==> src/rtl/core/ewtp_pkg.sv <==
// Shared types and constants for the energy-weighted task priority core.
// Used by the top, front, divider, back and checker modules; depends on nothing else.
package ewtp_pkg;

  localparam logic [1:0] FUNC_ENQUEUE   = 2'd0;
  localparam logic [1:0] FUNC_RUN_START = 2'd1;
  localparam logic [1:0] FUNC_RUN_STOP  = 2'd2;
  localparam logic [1:0] FUNC_EXIT      = 2'd3;

  localparam logic [13:0] ENERGY_SCALE = 14'd10000;
  localparam int QUEUE_DEPTH = 2;
  localparam int DIV_STEPS = 64;

  typedef enum logic [2:0] {
    OP_NONE,
    OP_KEY_GLOBAL,
    OP_KEY,
    OP_START,
    OP_STOP,
    OP_EXIT
  } op_t;

  typedef struct packed {
    op_t         op;
    logic [11:0] slot;
    logic [5:0]  cpu;
    logic [63:0] now;
    logic [63:0] energy;
    logic [63:0] vrt;
  } req_t;

  typedef struct packed {
    logic ready;
    logic clearing;
  } back_stat_t;

endpackage

==> src/rtl/core/ewtp_front.sv <==
// Front part: accepts requests, classifies them and queues them for the back part.
// Depends on ewtp_pkg.
module ewtp_front
  import ewtp_pkg::*;
(
  input  logic        clk,
  input  logic        rst_n,
  input  logic        start,
  output logic        busy,
  input  logic [1:0]  in_func,
  input  logic [11:0] in_task_slot,
  input  logic [5:0]  in_cpu_index,
  input  logic        in_kernel_thread,
  input  logic [63:0] in_now_ns,
  input  logic [63:0] in_energy_reading,
  input  logic [63:0] in_virtual_runtime,
  input  back_stat_t  stat,
  output logic        head_valid,
  output req_t        head
);

  localparam int QAW  = (QUEUE_DEPTH > 1) ? $clog2(QUEUE_DEPTH) : 1;
  localparam int CNTW = $clog2(QUEUE_DEPTH + 1);

  req_t            q_r [QUEUE_DEPTH];
  logic [QAW-1:0]  wp_r, rp_r;
  logic [CNTW-1:0] cnt_r;
  op_t             op;
  req_t            req;
  logic            push, pop;

  always_comb begin
    case (in_func)
      FUNC_ENQUEUE:   op = in_kernel_thread ? OP_KEY_GLOBAL : OP_KEY;
      FUNC_RUN_START: op = in_kernel_thread ? OP_NONE : OP_START;
      FUNC_RUN_STOP:  op = in_kernel_thread ? OP_NONE : OP_STOP;
      FUNC_EXIT:      op = OP_EXIT;
      default:        op = OP_NONE;
    endcase
  end

  assign req = '{op: op, slot: in_task_slot, cpu: in_cpu_index, now: in_now_ns,
                 energy: in_energy_reading, vrt: in_virtual_runtime};

  assign busy       = (cnt_r == CNTW'(QUEUE_DEPTH)) || stat.clearing;
  assign push       = start && !busy;
  assign head_valid = (cnt_r != '0);
  assign head       = q_r[rp_r];
  assign pop        = head_valid && stat.ready;

  always_ff @(posedge clk) begin
    if (!rst_n) begin
      wp_r  <= '0;
      rp_r  <= '0;
      cnt_r <= '0;
    end else begin
      if (push) begin
        q_r[wp_r] <= req;
        wp_r <= (wp_r == QAW'(QUEUE_DEPTH - 1)) ? '0 : wp_r + 1'b1;
      end
      if (pop) begin
        rp_r <= (rp_r == QAW'(QUEUE_DEPTH - 1)) ? '0 : rp_r + 1'b1;
      end
      if (push && !pop) begin
        cnt_r <= cnt_r + 1'b1;
      end else if (pop && !push) begin
        cnt_r <= cnt_r - 1'b1;
      end
    end
  end

endmodule

==> config.mk <==
export PLATFORM = sky130hd
export DESIGN_NAME = ewtp_front
export DESIGN_NICKNAME = d
export VERILOG_FILES = /design/src/rtl/core/ewtp_pkg.sv /design/src/rtl/core/ewtp_front.sv
export SDC_FILE = /design/constraint.sdc
export NUM_CORES = 1
export LEC_CHECK = 0
export ABC_CLOCK_PERIOD_IN_PS = 40400
export BUFFER_PORTS_ARGS = -buffer_cell sky130_fd_sc_hd__buf_2
export CAP_MARGIN = 20
export CORE_ASPECT_RATIO = 2
export CORE_MARGIN = 2
export CORE_UTILIZATION = 57
export DETAILED_ROUTE_END_ITERATION = 10
export PLACE_DENSITY = 0.85
export SETUP_SLACK_MARGIN = 0.2
export SLEW_MARGIN = 40
export SYNTH_ARGS = -nofsm -noshare
export SYNTH_HDL_FRONTEND = slang
export SYNTH_SLANG_ARGS = --single-unit
export TNS_END_PERCENT = 10
==> constraint.sdc <==
create_clock -name clk -period 40.4 [get_ports clk]
set_input_delay 10.1 -clock clk [delete_from_list [all_inputs] [get_ports clk]]
set_output_delay 10.1 -clock clk [all_outputs]
set_load 0.005 [all_outputs]
==> impl_metrics.toml <==
[run_status]
outcome = "finished, final reports clean"

[power]
p_leak_nw = 7.68
p_per_area_nw_per_um2 = 55.6
ir_worst_vdd_v = 0.0000536

[drt]
drt-initial-drc-count = 406
viasPerCell = 5.32
wl_mm = 34.7
drc = 0
vias = 8228
postRouteAntennaNets = 0
wire_per_inst_um = 22.4
firstDrtPassIters = 7

[sta]
layout_setup_ws_ns = 19.80
fin_tns_setup_ns = 0
final.min_clock_period_ns = 20.60
period_share_pct = 51.0
tightest_slew_ns = 0.819
setup_viol = 0
whs_ns = 0.537
skew_ns = 0.0188
rsz0062_at_grt = "false"
maxSlewHeadroom_pct = 45.4
clock.fmax_ghz = 0.0485
drv_slew = 0
hold_violations = 0

[synth]
netlist_area_sq_um = 16300
ys_warn_count = 0
netlist.area_leader.share_pct = 78.3
syn_inst = 693
yosys.area.top_type = "edfxtp_1"
ys_types = 25
ys_ff_latch = 431
synth_edf_count = 426
ys.flop_type = "edfxtp_1"
syn_nets = 912
syn_area_per_cell_sq_um = 23.6
synth_area_leaders = "edfxtp_1, mux2_4, mux2_2"
async_flop_share_pct = 0
synthTopCellsByCount = "edfxtp_1, mux2_4, mux2_2, buf_6, dfxtp_1"
yosysMostFrequentCell = "edfxtp_1"
seq_area_frac_synth_pct = 78.9

[setup_path]
cp.arrival_ns = 10.50
crit_top_cell = "buf_2"
start_kind = "primary input"
cpLargestDelayFamily = "buffers and inverters"
rr_worst_depth = 6
crit_buf_inv = 2
path_cells = "buf_2, nand2b_1, buf_2"
crit_required_ns = 30.30
critPathMaxStageDelay_ns = 0.15
worst_path_max_delay_cell = "nand2b_1"
cp_max_fo = 3
end_kind = "primary output"
cp.depth = 3
crit_type = "in2out"

[clock_tree]
clock-sinks = 431
clock_latency_ns = 0.53
postCtsSetupBuffers = 0
root_buffer = "clkbuf_16"
clk_pin_slew_ns = 0.07
tritoncts = "yes"
cts_buffer_depth = 3
holdBufCountCts = 0
htreeDepth = 2
ctsResizeCount = 0
numCtsBuffers = 37

[placement]
dpl_worst_slack_ns = 19.81
port_buffers = 432
gp_congestion = 0.813
hpwl_mm = 24.4

[min_path]
min_path_type = "reg2reg"
hold_depth = 2

[grt]
grt_max_degree = 82
grt_pass1_vias = 8786
grt_pass1_wl_mm = 49.2
grt_util_all_layers_pct = 22.5
overflow = 0
antenna_found_initial = 18

[finish]
fillers = 1744
drive_gt1_share_pct = 60.3
nets = 1371
area_delta_synth_final_pct = 22.8
utilization_pct = 71.2

[floorplanning]
io_pins = 433
start_util_pct = 58.0
die_h_um = 243
die_area_sq_um = 30100
fp.dieW_um = 124
fp-row-count = 87
core_area_sq_um = 28200

[run]
cap_violations = 0
[area by class of cell]
type	count	area, sq um	share of cell area (%)
sequential	431	12900	64.2
multi-input combinational	237	3210	16.0
timing repair buffer	444	2310	11.5
clock buffer	50	1020	5.07
tap	356	445	2.22
clock inverter	14	153	0.760
antenna	15	37.5	0.187
inverter	1	3.75	0.0187
[tightest hold or removal path, cell delays in order, from the launching register on]
cell and delay [ns]:
dfxtp_1 0.35, nand2_1 0.07, o22ai_1 0.06
[where the power goes]
group / switching [mW] / internal (mW)
logic: 0.109 / 0.138
registers: 0.0106 / 0.514
clock network: 0.148 / 0.196
total: 0.267 / 0.848
[metal layers]
metal  global-route usage (%)  share of wire [%]
met5                        0               0.16
met4                     12.5                5.3
met3                     6.18                7.2
met2                     41.6                 56
met1                     21.7                 31
[stage by stage]
step,cell area [sq um],total power [mW],cells
6_report,20100,1.12,1548
5_1_grt,20100,1.15,1547
4_1_cts,20000,1.13,1532
3_5_place_dp,18800,0.782,1468
3_3_place_gp,18800,0.775,1466
2_1_floorplan,16300,0.703,693
[cells in the final DEF, fill, tap and decap left out, types with 2 or more instances in the layout]
master and n:
buf_4 4, buf_6 5, bufinv_16 3, mux2_4 170, clkinv_1 4, mux2_2 43
clkinv_2 3, buf_2 432, clkbuf_16 39, xnor2_1 3, clkbuf_1 11, and2_1 3
clkinvlp_4 2, nand2b_1 2, diode_2 15, buf_12 3, dfxtp_1 4, edfxtp_1 426
[kinds of logic after synthesis]
kind of cell,share of synthesized area [%]
XOR/XNOR,0.214
AND/OR/NAND/NOR,0.521
multiplexers,18.6
adder cells (fa/ha/maj),0.0766
flip-flops,78.9
AO/OA/AOI/OAI,0.191
buffers and inverters,1.52
[final timing paths]
path | startpoint | end | slack, ns
hold reg to reg | wp_r$_SDFFE_PN0P_ | wp_r$_SDFFE_PN0P_ | 0.54
hold / removal | wp_r$_SDFFE_PN0P_ | wp_r$_SDFFE_PN0P_ | 0.54
setup / recovery | stat[0] | busy | 19.80
setup reg to reg | cnt_r[0]$_SDFFE_PN0P_ | q_r[1][109]$_DFFE_PP_ | 37.09
[registers in the layout, summed over array words and instances, names as in the netlist, named ones only]
signal / cells
rp_r: 1
cnt_r: 2
q_r: 426
wp_r: 1
(Power assumes the default switching activity.)
